==> config.mk <==
export PLATFORM = sky130hd
export DESIGN_NAME = uart_sdr_core
export DESIGN_NICKNAME = d
export VERILOG_FILES = /design/src/sv/uart_sdr_pkg.sv /design/src/sv/uart_sdr_ram.sv /design/src/sv/uart_sdr_core.sv
export VERILOG_INCLUDE_DIRS = /design/src /design/src/sv
export SDC_FILE = /design/constraint.sdc
export NUM_CORES = 1
export LEC_CHECK = 0
export BUFFER_PORTS_ARGS = -buffer_cell sky130_fd_sc_hd__buf_2
export CORE_MARGIN = 2
export CORE_UTILIZATION = 61
export DETAILED_ROUTE_END_ITERATION = 10
export GPL_TIMING_DRIVEN = 0
export HOLD_SLACK_MARGIN = 0.02
export PLACE_DENSITY = 0.79
export SYNTH_ARGS = -nofsm -noshare
export SYNTH_HDL_FRONTEND = slang
export SYNTH_SLANG_ARGS = --single-unit
==> constraint.sdc <==
create_clock -name clock -period 3.8 [get_ports clock]
set_input_delay 0.57 -clock clock [delete_from_list [all_inputs] [get_ports clock]]
set_output_delay 0.57 -clock clock [all_outputs]
set_load 0.01 [all_outputs]
==> src/sv/uart_status_and_data_register_model_defines.svh <==
// assertion macros shared by the uart status/data register rtl
`ifndef UART_STATUS_AND_DATA_REGISTER_MODEL_DEFINES_SVH
`define UART_STATUS_AND_DATA_REGISTER_MODEL_DEFINES_SVH

// same-cycle implication, sampled on clock, off while reset is high
`define USDR_ASSERT_NOW(name, pre, post) \
   name: assert property (@(posedge clock) disable iff (reset) (pre) |-> (post)) \
      else $error("uart_sdr same-cycle check failed");

// next-cycle implication, sampled on clock, off while reset is high
`define USDR_ASSERT_NEXT(name, pre, post) \
   name: assert property (@(posedge clock) disable iff (reset) (pre) |=> (post)) \
      else $error("uart_sdr next-cycle check failed");

`endif

==> src/sv/uart_sdr_pkg.sv <==
// shared types and constants for the uart status/data register block
package uart_sdr_pkg;

   localparam int RX_QUEUE_DEPTH = 16;
   localparam int RXQ_AW  = (RX_QUEUE_DEPTH > 1) ? $clog2(RX_QUEUE_DEPTH) : 1;
   localparam int RXQ_CW  = $clog2(RX_QUEUE_DEPTH + 1);

   localparam logic [7:0] TC_DELAY_RESET = 8'd20;

   // status image bit positions
   localparam int STAT_TXE  = 7;
   localparam int STAT_TC   = 6;
   localparam int STAT_RXNE = 5;
   localparam int STAT_ORE  = 3;

   typedef enum logic [2:0] {
      OP_TICK        = 3'd0,
      OP_DATA_READ   = 3'd1,
      OP_DATA_WRITE  = 3'd2,
      OP_STATUS_READ = 3'd3,
      OP_PUSH        = 3'd4
   } op_type;

   typedef struct packed {
      logic [7:0] read_data;
      logic       tx_valid;
      logic [7:0] tx_byte;
      logic       tx_frame_end;
      logic       push_dropped;
   } rsp_type;

endpackage

==> src/sv/uart_sdr_ram.sv <==
// generic single-write, single-read ram with registered read
module uart_sdr_ram #(
   parameter int WIDTH = 8,
   parameter int DEPTH = 16,
   parameter int AW    = (DEPTH > 1) ? $clog2(DEPTH) : 1
) (
   input  logic             clock,
   input  logic             wr_en,
   input  logic [AW-1:0]    wr_addr,
   input  logic [WIDTH-1:0] wr_data,
   input  logic [AW-1:0]    rd_addr,
   output logic [WIDTH-1:0] rd_data
);

   logic [WIDTH-1:0] mem [DEPTH];
   logic [WIDTH-1:0] rd_data_ff;

   always_ff @(posedge clock) begin
      if (wr_en) begin
         mem[wr_addr] <= wr_data;
      end
      rd_data_ff <= mem[rd_addr];
   end

   assign rd_data = rd_data_ff;

endmodule

==> src/sv/uart_sdr_core.sv <==
// receive queue memory, flag state and per-beat sequencing
module uart_sdr_core
   import uart_sdr_pkg::*;
(
   input  logic       clock,
   input  logic       reset,
   input  logic       accept,
   input  op_type     op,
   input  logic [7:0] data_in,
   input  logic [7:0] tc_delay,
   output rsp_type    rsp
);

`include "uart_status_and_data_register_model_defines.svh"

   localparam logic [RXQ_CW-1:0] DEPTH_C = RXQ_CW'(RX_QUEUE_DEPTH);
   localparam logic [RXQ_CW-1:0] ONE_C   = RXQ_CW'(1);

   logic [RXQ_CW-1:0] rx_count_ff, rx_count_in;
   logic [RXQ_CW-1:0] rx_pos_ff, rx_pos_in;
   logic [7:0] shift_ff, shift_in;
   logic [7:0] data_reg_ff, data_reg_in;
   logic txe_ff, txe_in, tc_ff, tc_in, rxne_ff, rxne_in, ore_ff, ore_in;
   logic receiving_ff, receiving_in, sending_ff, sending_in;
   logic full_ff, full_in, busy_ff, busy_in, clearpend_ff, clearpend_in;
   logic tc_pend_ff, tc_pend_in;
   logic [7:0] tc_cd_ff, tc_cd_in;

   logic              q_we;
   logic [RXQ_AW-1:0] q_rd_addr;
   logic [7:0]        q_rd_data;
   logic              fwd_hit_ff, fwd_hit_in;
   logic [7:0]        fwd_data_ff;
   logic [7:0]        q_head;

   // ram read runs ahead at the next head position
   assign q_rd_addr  = rx_pos_in[RXQ_AW-1:0];
   assign fwd_hit_in = q_we && (rx_count_ff[RXQ_AW-1:0] == q_rd_addr);
   assign q_head     = fwd_hit_ff ? fwd_data_ff : q_rd_data;

   uart_sdr_ram #(
      .WIDTH (8),
      .DEPTH (RX_QUEUE_DEPTH)
   ) u_rx_queue (
      .clock   (clock),
      .wr_en   (q_we),
      .wr_addr (rx_count_ff[RXQ_AW-1:0]),
      .wr_data (data_in),
      .rd_addr (q_rd_addr),
      .rd_data (q_rd_data)
   );

   always_comb begin
      rx_count_in  = rx_count_ff;
      rx_pos_in    = rx_pos_ff;
      shift_in     = shift_ff;
      data_reg_in  = data_reg_ff;
      txe_in       = txe_ff;
      tc_in        = tc_ff;
      rxne_in      = rxne_ff;
      ore_in       = ore_ff;
      receiving_in = receiving_ff;
      sending_in   = sending_ff;
      full_in      = full_ff;
      busy_in      = busy_ff;
      clearpend_in = clearpend_ff;
      tc_pend_in   = tc_pend_ff;
      tc_cd_in     = tc_cd_ff;
      q_we         = 1'b0;
      rsp          = '0;
      if (accept) begin
         case (op)
            OP_TICK: begin
               // receive half, idle while transmitting
               if (!busy_ff) begin
                  if (receiving_ff) begin
                     receiving_in = 1'b0;
                     if (rx_count_ff == '0) begin
                        receiving_in = 1'b0;
                     end else if (rx_pos_ff >= rx_count_ff || rx_pos_ff >= DEPTH_C) begin
                        rx_count_in = '0;
                        rx_pos_in   = '0;
                     end else begin
                        shift_in = q_head;
                        full_in  = 1'b1;
                     end
                  end else if (full_ff) begin
                     if (rxne_ff) begin
                        ore_in = 1'b1;
                     end else begin
                        data_reg_in  = shift_ff;
                        rxne_in      = 1'b1;
                        full_in      = 1'b0;
                        receiving_in = 1'b1;
                        if (rx_pos_ff < DEPTH_C) begin
                           rx_pos_in = rx_pos_ff + ONE_C;
                        end
                     end
                  end else if (rx_count_ff != '0) begin
                     receiving_in = 1'b1;
                  end
               end
               // transmit half
               if (busy_ff) begin
                  if (tc_pend_ff && tc_cd_ff != 8'd0) begin
                     tc_cd_in = tc_cd_ff - 8'd1;
                  end
                  if (sending_ff) begin
                     rsp.tx_valid = 1'b1;
                     rsp.tx_byte  = shift_ff;
                     full_in      = 1'b0;
                     sending_in   = 1'b0;
                     tc_pend_in   = 1'b1;
                     tc_cd_in     = tc_delay;
                  end else if (full_ff) begin
                     sending_in = 1'b1;
                  end else if (!txe_ff) begin
                     shift_in = data_reg_ff;
                     full_in  = 1'b1;
                     txe_in   = 1'b1;
                  end else if (tc_pend_ff && tc_cd_in == 8'd0) begin
                     busy_in          = 1'b0;
                     tc_pend_in       = 1'b0;
                     tc_in            = 1'b1;
                     rsp.tx_frame_end = 1'b1;
                  end
               end
            end
            OP_DATA_READ: begin
               rsp.read_data = data_reg_ff;
               rxne_in       = 1'b0;
               // rxne was just cleared, so a full shift register always moves
               if (full_ff) begin
                  data_reg_in  = shift_ff;
                  rxne_in      = 1'b1;
                  full_in      = 1'b0;
                  receiving_in = 1'b1;
                  if (rx_pos_ff < DEPTH_C) begin
                     rx_pos_in = rx_pos_ff + ONE_C;
                  end
               end
               if (clearpend_ff) begin
                  clearpend_in = 1'b0;
                  ore_in       = 1'b0;
               end
            end
            OP_DATA_WRITE: begin
               data_reg_in = data_in;
               txe_in      = 1'b0;
               tc_in       = 1'b0;
               busy_in     = 1'b1;
               tc_pend_in  = 1'b0;
               tc_cd_in    = 8'd0;
            end
            OP_STATUS_READ: begin
               rsp.read_data[STAT_TXE]  = txe_ff;
               rsp.read_data[STAT_TC]   = tc_ff;
               rsp.read_data[STAT_RXNE] = rxne_ff;
               rsp.read_data[STAT_ORE]  = ore_ff;
               if (ore_ff) begin
                  clearpend_in = 1'b1;
               end
            end
            OP_PUSH: begin
               if (rx_count_ff >= DEPTH_C) begin
                  rsp.push_dropped = 1'b1;
               end else begin
                  q_we        = 1'b1;
                  rx_count_in = rx_count_ff + ONE_C;
               end
            end
            default: begin
               rsp = '0;
            end
         endcase
      end
   end

   always_ff @(posedge clock) begin
      if (reset) begin
         rx_count_ff  <= '0;
         rx_pos_ff    <= '0;
         shift_ff     <= 8'd0;
         data_reg_ff  <= 8'd0;
         txe_ff       <= 1'b1;
         tc_ff        <= 1'b1;
         rxne_ff      <= 1'b0;
         ore_ff       <= 1'b0;
         receiving_ff <= 1'b0;
         sending_ff   <= 1'b0;
         full_ff      <= 1'b0;
         busy_ff      <= 1'b0;
         clearpend_ff <= 1'b0;
         tc_pend_ff   <= 1'b0;
         tc_cd_ff     <= 8'd0;
         fwd_hit_ff   <= 1'b0;
      end else begin
         rx_count_ff  <= rx_count_in;
         rx_pos_ff    <= rx_pos_in;
         shift_ff     <= shift_in;
         data_reg_ff  <= data_reg_in;
         txe_ff       <= txe_in;
         tc_ff        <= tc_in;
         rxne_ff      <= rxne_in;
         ore_ff       <= ore_in;
         receiving_ff <= receiving_in;
         sending_ff   <= sending_in;
         full_ff      <= full_in;
         busy_ff      <= busy_in;
         clearpend_ff <= clearpend_in;
         tc_pend_ff   <= tc_pend_in;
         tc_cd_ff     <= tc_cd_in;
         fwd_hit_ff   <= fwd_hit_in;
      end
   end

   always_ff @(posedge clock) begin
      fwd_data_ff <= data_in;
   end

   `USDR_ASSERT_NOW(a_count_bounded, 1'b1, rx_count_ff <= DEPTH_C)
   `USDR_ASSERT_NOW(a_tc_means_idle, tc_ff, !busy_ff)
   `USDR_ASSERT_NOW(a_txe_low_means_busy, !txe_ff, busy_ff)

endmodule

==> qor.yml, run 1 <==
status: "completed"
p_int_uw: 3170
area_growth_syn_to_layout_pct: 12.0
synth_nets: 759
required_ps: 3230
placed_cell_area_sq_mm: 0.00898
instances_no_fill: 975
drive_above_1_share: 0.131
crit_chain: "or4_4, o41ai_4, nor3_1, xor2_1, o31ai_1, nand4_1, or3_1, nor2_1, buf_2"
p_clk_frac: 0.426
vias: 6187
maxSlewViolCount: 0
timing.rr.start: "rx_count_ff[2]$_SDFFE_PP0P_"
grt.overflow.total: 0
seqPwrFrac: 0.543
rows: 43
drv_cap: 0
min_period_over_period: 0.967
maxSlewHeadroom: 0.228
h-tree-depth: 4
yosysWarningCount: 0
cts_tree: "yes"
antenna_found_initial: 0
post_drt_wl_per_cell_um: 21.0
dieArea_sq_mm: 0.0150
fin_crit_ps: 3680
startpoint: "tc_cd_ff[2]$_SDFFE_PP0P_"
cts-root-buf: "clkbuf_16"
p_sw_frac: 0.222
arrival_ps: 3110
path_delay_family: "simple AND/OR/NAND/NOR gates"
cts_sinks: 189
setup_viol: 0
powerDensity_mw_per_mm2: 425
synth_edf_count: 128
hpwl_um: 14000
cp_slowest_cell: "or4_4"
insertion_delay_ps: 440
crit_type: "reg -> out"
synth_ff_type: "edfxtp_1"
switchingPower_uw: 906
crit_path_end_kind: "primary output"
p_comb_frac: 0.031
dpl.cell_count: 943
cts_buffer_depth: 2
leakage_uw: 0.00362
finalInstanceArea_sq_mm: 0.00959
die_w_um: 123
start_util: 0.620
fp.dieH_um: 123
gp_congestion: 0.931
cts_hold_buf: 0
diodes: 0
fin_skew_ps: 13.7
holdWs_ps: 441
core_area_sq_mm: 0.0138
preCtsSetupSlack_ps: -83.4
ir_worst_vdd_mv: 0.611
worst_slack_ps: 124
routed_wl_um: 20500
start_kind: "flop"
rsz0062_at_grt: "no"
worstPathMaxFanout: 7
post_cts_buffers: 0
tightest_slew_ps: 1150
first_pass_iters: 6
hold_path_class: "in -> reg"
synthDistinctLibCells: 70
finalHoldViolCount: 0
antenna_left: 0
syn_area_sq_mm: 0.00857
max_freq_mhz: 272
clkSlewWorstSetupHoldPaths_ps: 70
worst-path-buf-inv: 1
nets: 816
viasPerCell: 6.35
grt_pass1_vias: 5958
yosysSeqAreaShare: 0.591
hp-start: "tc_delay[1]"
numCtsBuffers: 17
first_iter_violations: 964
async_flop_share: 0
cpPeakStageDelay_ps: 600
port_buffers: 38
avgSynthCellArea_sq_um: 11.8
grt_max_degree: 19
drc_errors: 0
grt_usage: 0.284
grt_pass1_wl_um: 31900
io_pins: 41
ys_seq_elements: 189
syn_inst: 725
==> through the flow <==
step / power [uW] / TNS [ps] / util
after floorplan: 2320 / 0 / -
after global placement: 2380 / -199 / 0.650
after detailed placement: 2380 / -276 / 0.650
after CTS: 4080 / 0 / 0.692
after global routing: 4170 / 0 / 0.694
final: 4080 / 0 / 0.694
==> cell usage after synthesis (3+ instances only) <==
| cell | number | area [sq um] |
|---|---|---|
| buf_6 | 8 | 90.1 |
| a211oi_1 | 38 | 285 |
| edfxtp_1 | 128 | 3840 |
| nand2_1 | 51 | 191 |
| a22oi_1 | 8 | 60.1 |
| o211ai_1 | 3 | 22.5 |
| nor3_1 | 9 | 45.0 |
| o311ai_1 | 8 | 70.1 |
| a221oi_1 | 3 | 26.3 |
| clkbuf_1 | 13 | 48.8 |
| nand4_1 | 5 | 31.3 |
| xnor2_1 | 3 | 26.3 |
| nor2_1 | 85 | 319 |
| a211o_1 | 8 | 70.1 |
| nand3_1 | 9 | 45.0 |
| a32oi_1 | 9 | 78.8 |
| nand4b_1 | 3 | 26.3 |
| buf_2 | 9 | 45.0 |
| inv_1 | 17 | 63.8 |
| o21ai_0 | 19 | 95.1 |
| o22ai_1 | 8 | 50.1 |
| dfxtp_1 | 61 | 1220 |
| a31oi_1 | 4 | 25.0 |
| or3_1 | 3 | 18.8 |
| and2_1 | 12 | 75.1 |
| ha_1 | 12 | 150 |
| buf_1 | 3 | 11.3 |
| a21oi_1 | 34 | 170 |
| and3_1 | 8 | 50.1 |
| and2b_1 | 6 | 45.0 |
| nor2b_1 | 22 | 138 |
| mux2i_1 | 69 | 691 |
==> path summary, 6_finish.rpt <==
check / to / slack [ps] / cells past startpoint
setup reg to reg: u_rx_queue.rd_data[1]$_DFF_P_ / 270 / 13
hold reg to reg: ore_ff$_SDFFE_PP0P_ / 530 / 2
hold / removal: tc_cd_ff[1]$_SDFFE_PP0P_ / 440 / 3
setup / recovery: rsp[1] / 120 / 9
==> cells by family after synthesis <==
kind of cell	count (synthesis)	synth area share
simple gates	233	0.134
flops	189	0.591
compound gates	161	0.133
mux	70	0.0819
buf+inv	55	0.0364
fa+ha+maj	12	0.0175
xor+xnor	5	0.00599
==> metal layers <==
| metal | vias to the layer above | GRT usage | wire [um] | part of all wire |
|---|---|---|---|---|
| met3 | 48 | 0.0609 | 1440 | 0.071 |
| met2 | 318 | 0.460 | 9850 | 0.48 |
| met4 | 0 | 0.114 | 552 | 0.027 |
| met5 | - | 0 | 0 | 0 |
| met1 | 2987 | 0.376 | 8620 | 0.42 |
| li1 | 2834 | - | - | - |
==> area by class of cell <==
type,count,area (sq um)
plain buffers,38,248
clock inverters,14,148
repair buffers,38,190
well taps,180,225
flip-flops and latches,189,5060
fillers,1011,4230
inverters,17,63.8
clock buffers,18,429
multi-input cells,481,3230
==> cell usage in the layout, fill, tap and decap left out, drive strengths merged, types with 5 or more instances in the layout <==
master  synthesis  final
a211o           8      8
a211oi         38     38
a21oi          34     34
a22oi           8      8
a32oi           9      9
and2           13     13
and2b           6      6
and3            8      8
buf            24     62
clkbuf         14     32
dfxtp          61     61
edfxtp        128    128
ha             12     12
inv            17     25
mux2i          69     69
nand2          51     51
nand3           9      9
nand4           5      5
nor2           85     85
nor2b          22     22
nor3           11     11
o21ai          21     21
o22ai           8      8
o311ai          8      8
==> worst register-to-register path, cell delays in order (launching register included) <==
cell,delay (ps)
dfxtp_1,310
buf_4,170
inv_1,130
ha_1,320
nand2_1,60
o21ai_1,330
a2111oi_4,170
o31ai_4,580
buf_6,250
buf_8,170
mux2i_1,230
nand2_1,90
a32oi_1,370
o311ai_1,190
==> what timing repair did <==
| action | in CTS | in global routing |
|---|---|---|
| setup endpoints to repair | 6 | 7 |
| gates resized for setup | 1 | 5 |
| pin swaps | 0 | 0 |
==> sequential cells by signal (all words and copies together), names as in the netlist, 5 cells and up <==
register            flops
rx_pos_ff               5
rx_count_ff             5
shift_ff                8
u_rx_queue.rd_data      8
tc_cd_ff                8
data_reg_ff             8
fwd_data_ff             8
u_rx_queue.mem        128
==> power groups by stage <==
stage / Sequential, uW / Combinational, uW / Clock [uW]
2_1_floorplan: 2260 / 61.7 / 0
3_3_place_gp: 2260 / 117 / 0
3_5_place_dp: 2260 / 120 / 0
4_1_cts: 2210 / 122 / 1750
5_1_grt: 2210 / 134 / 1830
6_report: 2210 / 124 / 1740
No activity file was read; power rests on OpenSTA's default activity.
==> run 2: changes to the inputs <==
CORE_UTILIZATION = 55   (was 61)
PLACE_DENSITY = 0.73   (was 0.79)
==> run 2 against run 1 <==
Compared with the run above: combinational power is essentially flat; via count is 1.3% lower; critical path depth is 4 higher; global-route usage shrank 3.0 points; die area grew 11%; first-iteration DRC count decreased by 29%; routed wire length is 0.20% higher; clock skew down 3.4 ps.
==> qor.yml, run 2 (synthesis gave the netlist of run 1 again) <==
worst_path_most_repeated_cell: "nand2_1"
cts-root-buf: "clkbuf_16"  # unchanged
start_kind: "flop"  # unchanged
drc_errors: 0  # unchanged
preCtsSetupSlack_ps: -43.0  # was -83.4 ps
maxSlewHeadroom: 0.180  # was 0.228
worst-path-buf-inv: 4  # was 1
antenna_left: 0  # unchanged
powerDensity_mw_per_mm2: 424  # was 425 mW/mm^2
timing.rr.start: "rx_count_ff[2]$_SDFFE_PP0P_"  # unchanged
grt_max_degree: 19  # unchanged
rsz0062_at_grt: "no"  # unchanged
first_pass_iters: 5  # was 6
grt.overflow.total: 0  # unchanged
rr_worst_depth: 13  # unchanged
area_growth_syn_to_layout_pct: 12.1  # was 12.0%
cp_slowest_cell: "o31ai_4"  # was or4_4
cts_sinks: 189  # unchanged
crit_type: "reg -> reg"  # was reg -> out
switchingPower_uw: 881  # was 906 uW
arrival_ps: 3940  # was 3110 ps
status: "completed"  # unchanged
leakage_uw: 0.00363  # was 0.00362 uW
grt_pass1_wl_um: 31800  # was 31,900 um
die_w_um: 129  # was 123 um
vias: 6105  # was 6,187
gp_congestion: 0.889  # was 0.931
cts_buffer_depth: 2  # unchanged
diodes: 0  # unchanged
layout_commonest_cell: "edfxtp_1"  # unchanged
start_util: 0.564  # was 0.620
hp-start: "tc_delay[1]"  # unchanged
worst_slack_ps: 143  # was 124 ps
drive_above_1_share: 0.132  # was 0.131
post_drt_wl_per_cell_um: 20.9  # was 21.0 um
port_buffers: 38  # unchanged
routed_wl_um: 20500  # about the same
insertion_delay_ps: 430  # was 440 ps
dieArea_sq_mm: 0.0166  # was 0.0150 sq mm
viasPerCell: 6.21  # was 6.35
crit_path_end_kind: "flop"  # was primary output
p_sw_frac: 0.216  # was 0.222
cpPeakStageDelay_ps: 530  # was 600 ps
hold_depth: 3  # unchanged
max_freq_mhz: 273  # was 272 MHz
h-tree-depth: 4  # unchanged
setup_viol: 0  # unchanged
first_iter_violations: 682  # was 964
instances_no_fill: 983  # was 975
cts_hold_buf: 0  # unchanged
hpwl_um: 14000  # about the same
fin_crit_ps: 3660  # was 3680 ps
finalSetupTns_ps: 0  # unchanged
path_delay_family: "compound AO/OA/AOI/OAI gates"  # was simple AND/OR/NAND/NOR gates
hold_path_class: "in -> reg"  # unchanged
numCtsBuffers: 17  # unchanged
seqPwrFrac: 0.544  # was 0.543
finalHoldViolCount: 0  # unchanged
drv_cap: 0  # unchanged
core_area_sq_mm: 0.0152  # was 0.0138 sq mm
clkSlewWorstSetupHoldPaths_ps: 80  # was 70 ps
layout_common_cells: "128 x edfxtp_1, 84 x nor2_1, 69 x mux2i_1, 61 x dfxtp_1, 51 x nand2_1"  # unchanged
fin_skew_ps: 10.3  # was 13.7 ps
grt_pass1_vias: 5855  # was 5,958
tightest_slew_ps: 1220  # was 1150 ps
fp.dieH_um: 129  # was 123 um
min_period_over_period: 0.962  # was 0.967
final_core_util: 0.632  # was 0.694
antenna_found_initial: 0  # unchanged
p_int_uw: 3190  # was 3170 uW
crit_chain: "buf_4, inv_1, ha_1, nand2_1, o21ai_0, a2111oi_4, o31ai_4, buf_6, buf_8, mux2i_1, nand2_1, a32oi_1, o311ai_1"  # was or4_4, o41ai_4, nor3_1, xor2_1, o31ai_1, nand4_1, or3_1, nor2_1, buf_2
io_pins: 41  # unchanged
dpl.cell_count: 951  # was 943
grt_usage: 0.254  # was 0.284
largest_reg_flops: 128  # unchanged
fillers: 1182  # was 1,011
cts_tree: "yes"  # unchanged
required_ps: 4090  # was 3230 ps
worstPathMaxFanout: 10  # was 7
rows: 45  # was 43
nets: 816  # unchanged
top_register: "u_rx_queue.mem"  # unchanged
r2r-end: "u_rx_queue.rd_data[1]$_DFF_P_"  # unchanged
ir_worst_vdd_mv: 0.405  # was 0.611 mV
p_comb_frac: 0.031  # about the same
holdWs_ps: 460  # was 441 ps
p_clk_frac: 0.425  # was 0.426
maxSlewViolCount: 0  # unchanged
rrSetupSlack_ps: 140  # was 270 ps
hold_path_end: "tc_cd_ff[1]$_SDFFE_PP0P_"  # unchanged
run 2: per-stage QoR:
step	total power [uW]	cell area, sq um
floorplan	2320	8570
global placement	2380	8990
detailed placement	2380	8990
CTS	4080	9590
global route	4170	9610
finish	4070	9610
run 2: per-layer routing:
layer	share of wire	wire length [um]	global-route usage
met1	0.45	9320	0.354
met2	0.46	9450	0.397
met3	0.059	1200	0.0432
met4	0.026	529	0.108
met5	0	0	0
run 2: power by group through the flow:
| stage | Sequential (uW) | Clock (uW) | Combinational, uW |
|---|---|---|---|
| floorplan | 2260 | 0 | 61.7 |
| global placement | 2260 | 0 | 118 |
| detailed placement | 2260 | 0 | 122 |
| CTS | 2210 | 1750 | 123 |
| global route | 2220 | 1820 | 136 |
| finish | 2210 | 1730 | 125 |
run 2: cell type report:
type,instances,area [sq um],area share
flip-flops and latches,189,5060,0.527
multi-input cells,481,3220,0.335
clock buffers,20,489,0.0509
plain buffers,38,248,0.0258
well taps,188,235,0.0245
repair buffers,38,190,0.0198
clock inverters,12,95.1,0.00990
inverters,17,63.8,0.00664
run 2: worst reg2reg max path, delay by kind of cell (launching register included):
family | cells | cell delay, ps
mux | 1 | 240
compound gates | 5 | 1730
flops | 1 | 320
simple gates | 2 | 150
fa+ha+maj | 1 | 320
buf+inv | 4 | 760
run 2: worst max-delay path by stage:
stage                                           start                            end  slack (ps)  depth (start not counted)
final                     rx_count_ff[2]$_SDFFE_PP0P_  u_rx_queue.rd_data[1]$_DFF_P_         140                         13
after global routing      rx_count_ff[2]$_SDFFE_PP0P_  u_rx_queue.rd_data[1]$_DFF_P_          30                         13
after CTS                    tc_cd_ff[2]$_SDFFE_PP0P_                         rsp[1]         140                          9
after detailed placement  rx_count_ff[2]$_SDFFE_PP0P_  u_rx_queue.rd_data[1]$_DFF_P_         -40                         13
after global placement    rx_count_ff[2]$_SDFFE_PP0P_  u_rx_queue.rd_data[1]$_DFF_P_         -30                         13
after floorplan              tc_cd_ff[2]$_SDFFE_PP0P_                         rsp[1]         910                          8
run 2: what timing repair did:
action                                  in CTS  in global routing
resized for setup                            1                  3
endpoints found under the setup margin       5                  2
pin swaps                                    0                  1
buffers inserted                             0                  0
cloned                                       0                  0
==> run 3: changes to the inputs <==
SYNTH_HIERARCHICAL = 1   (was not set)
==> run 3 against run 2 <==
Compared with the run above: global-route usage shrank 0.31 points; synthesized area grew 1.1%; first-iteration DRC count is 1.2% lower; sequential power about the same; register-to-register slack better by 130 ps; final area grew 1.4%; combinational power is 5% higher; critical path depth decreased by 5; utilization up 0.42 points; maximum frequency is 0.74% higher.
==> qor.yml, run 3 <==
ir_worst_vdd_mv: 0.340  # was 0.405 mV
cts_tree: "yes"  # unchanged
first_pass_iters: 5  # unchanged
path_delay_family: "simple AND/OR/NAND/NOR gates"  # was compound AO/OA/AOI/OAI gates
dpl.cell_count: 916  # was 951
dieArea_sq_mm: 0.0168  # was 0.0166 sq mm
yosysWarningCount: 6  # was 0
yosysTopAreaCell: "edfxtp_1"  # unchanged
fillers: 1159  # was 1,182
setup_viol: 0  # unchanged
status: "completed"  # unchanged
area_growth_syn_to_layout_pct: 12.5  # was 12.1%
synthDistinctLibCells: 69  # was 70
worst-path-buf-inv: 4  # unchanged
finalInstanceArea_sq_mm: 0.00974  # was 0.00961 sq mm
drc_errors: 0  # unchanged
hpwl_um: 13700  # was 14,000 um
io_pins: 41  # unchanged
cp_slowest_cell: "nor3_1"  # was o31ai_4
syn_area_sq_mm: 0.00866  # was 0.00857 sq mm
drive_above_1_share: 0.183  # was 0.132
cpPeakStageDelay_ps: 770  # was 530 ps
drv_cap: 0  # unchanged
maxSlewViolCount: 0  # unchanged
min_period_over_period: 0.955  # was 0.962
ys_seq_elements: 189  # unchanged
cts_sinks: 189  # unchanged
yosysMostFrequentCell: "edfxtp_1"  # unchanged
powerDensity_mw_per_mm2: 418  # was 424 mW/mm^2
async_flop_share: 0  # unchanged
fin_crit_ps: 3630  # was 3660 ps
synth_ff_type: "edfxtp_1"  # unchanged
crit_chain: "buf_2, clkbuf_1, nor3_1, and2_1, clkbuf_1, nand2_1, nor4_1, buf_2"  # was buf_4, inv_1, ha_1, nand2_1, o21ai_0, a2111oi_4, o31ai_4, buf_6, buf_8, mux2i_1, nand2_1, a32oi_1, o311ai_1
syn_inst: 666  # was 725
arrival_ps: 3060  # was 3940 ps
worstPathMaxFanout: 10  # unchanged
fin_skew_ps: 11.0  # was 10.3 ps
hold_path_class: "in -> reg"  # unchanged
grt_pass1_wl_um: 31200  # was 31,800 um
synth_top_area_share: 0.444  # was 0.449
viasPerCell: 6.18  # was 6.21
diodes: 0  # unchanged
post_drt_wl_per_cell_um: 20.9  # about the same
maxSlewHeadroom: 0.0865  # was 0.180
finalHoldViolCount: 0  # unchanged
tightest_slew_ps: 1360  # was 1220 ps
start_kind: "input pin"  # was flop
finalSetupTns_ps: 0  # unchanged
crit_path_end_kind: "primary output"  # was flop
cts_hold_buf: 0  # unchanged
grt_pass1_vias: 5741  # was 5,855
preCtsSetupSlack_ps: -42.1  # was -43.0 ps
nets: 758  # was 816
routed_wl_um: 19800  # was 20,500 um
leakage_uw: 0.00328  # was 0.00363 uW
vias: 5872  # was 6,105
required_ps: 3230  # was 4090 ps
fp.dieH_um: 129  # about the same
grt.overflow.total: 0  # unchanged
post_cts_buffers: 0  # unchanged
top_register: "u_rx_queue/mem"  # was u_rx_queue.mem
numCtsBuffers: 17  # unchanged
port_buffers: 39  # was 38
crit_type: "in -> out"  # was reg -> reg
antenna_left: 0  # unchanged
avgSynthCellArea_sq_um: 13.0  # was 11.8 sq um
insertion_delay_ps: 440  # was 430 ps
netlist_top_cells_count: "128 x edfxtp_1, 61 x dfxtp_1, 56 x nor2_1, 47 x nand2_1, 36 x a21oi_1"  # was 128 x edfxtp_1, 85 x nor2_1, 69 x mux2i_1, 61 x dfxtp_1, 51 x nand2_1
max_freq_mhz: 275  # was 273 MHz
grt_usage: 0.251  # was 0.254
placed_cell_area_sq_mm: 0.00912  # was 0.00899 sq mm
holdWs_ps: 433  # was 460 ps
clkSlewWorstSetupHoldPaths_ps: 70  # was 80 ps
cts-root-buf: "clkbuf_16"  # unchanged
layout_common_cells: "128 x edfxtp_1, 59 x dfxtp_1, 56 x nor2_1, 47 x buf_2, 47 x nand2_1"  # was 128 x edfxtp_1, 84 x nor2_1, 69 x mux2i_1, 61 x dfxtp_1, 51 x nand2_1
rows: 45  # unchanged
synth_nets: 698  # was 759
yosysSeqAreaShare: 0.585  # was 0.591
rsz0062_at_grt: "no"  # unchanged
instances_no_fill: 950  # was 983
core_area_sq_mm: 0.0153  # was 0.0152 sq mm
netlist_top_cells_area: "edfxtp_1 44%, dfxtp_1 14%, mux4_2 4.7%"  # was edfxtp_1 45%, dfxtp_1 14%, mux2i_1 8.1%
largest_reg_flops: 128  # unchanged
cts_buffer_depth: 2  # unchanged
synth_edf_count: 128  # unchanged
grt_max_degree: 19  # unchanged
gp_congestion: 0.912  # was 0.889
start_util: 0.566  # was 0.564
first_iter_violations: 674  # was 682
worst_slack_ps: 170  # was 143 ps
die_w_um: 129  # about the same
h-tree-depth: 4  # unchanged
layout_commonest_cell: "edfxtp_1"  # unchanged
antenna_found_initial: 0  # unchanged
-- run 3: timing repair --
action | 4_1_cts | 5_1_grt
endpoints found under the hold margin | 0 | 0
setup endpoints to repair | 0 | 8
gates resized for setup | 0 | 5
-- run 3: final timing paths --
| path | startpoint | endpoint | slack (ps) | cells after the start |
|---|---|---|---|---|
| hold reg to reg | clearpend_ff$_SDFFE_PP0P_ | clearpend_ff$_SDFFE_PP0P_ | 530 | 2 |
| setup / recovery | op[0] | rsp[1] | 170 | 8 |
| setup reg to reg | rx_count_ff[2]$_SDFFE_PP0P_ | u_rx_queue/rd_data[2]$_DFF_P_ | 270 | 11 |
| hold / removal | data_in[5] | fwd_data_ff[5]$_DFF_P_ | 430 | 1 |
-- run 3: final cells by class --
type / instances / area (sq um) / area share
Sequential cell: 189 / 5070 / 0.520
Multi-Input combinational cell: 424 / 3340 / 0.342
Clock buffer: 22 / 475 / 0.0488
Tap cell: 211 / 264 / 0.0271
Buffer: 39 / 233 / 0.0239
Timing Repair Buffer: 41 / 210 / 0.0216
Clock inverter: 10 / 104 / 0.0107
Inverter: 14 / 52.6 / 0.00539
-- run 3: layer usage --
layer	part of all wire	vias up	global-route usage
li1	-	2695	-
met3	0.059	42	0.0442
met2	0.49	232	0.412
met5	0	-	0
met1	0.42	2903	0.334
met4	0.030	0	0.103
-- run 3: metrics by stage --
step | utilization | power, uW
2_1_floorplan | - | 2330
3_3_place_gp | 0.596 | 2390
3_5_place_dp | 0.596 | 2390
4_1_cts | 0.633 | 4100
5_1_grt | 0.636 | 4190
6_report | 0.636 | 4070
-- run 3: logic make-up after synthesis --
kind of cell,Yosys count,share of synthesized area
AO/OA/AOI/OAI,150,0.123
XOR/XNOR,6,0.00607
adder cells (fa/ha/maj),10,0.0144
buffers and inverters,53,0.0329
flip-flops,189,0.585
multiplexers,57,0.119
AND/OR/NAND/NOR,201,0.121
-- run 3: power by group --
part | internal (uW) | total, uW | switching, uW
combinational | 42.3 | 131 | 89.1
sequential | 2210 | 2220 | 11.3
clock | 970 | 1720 | 755
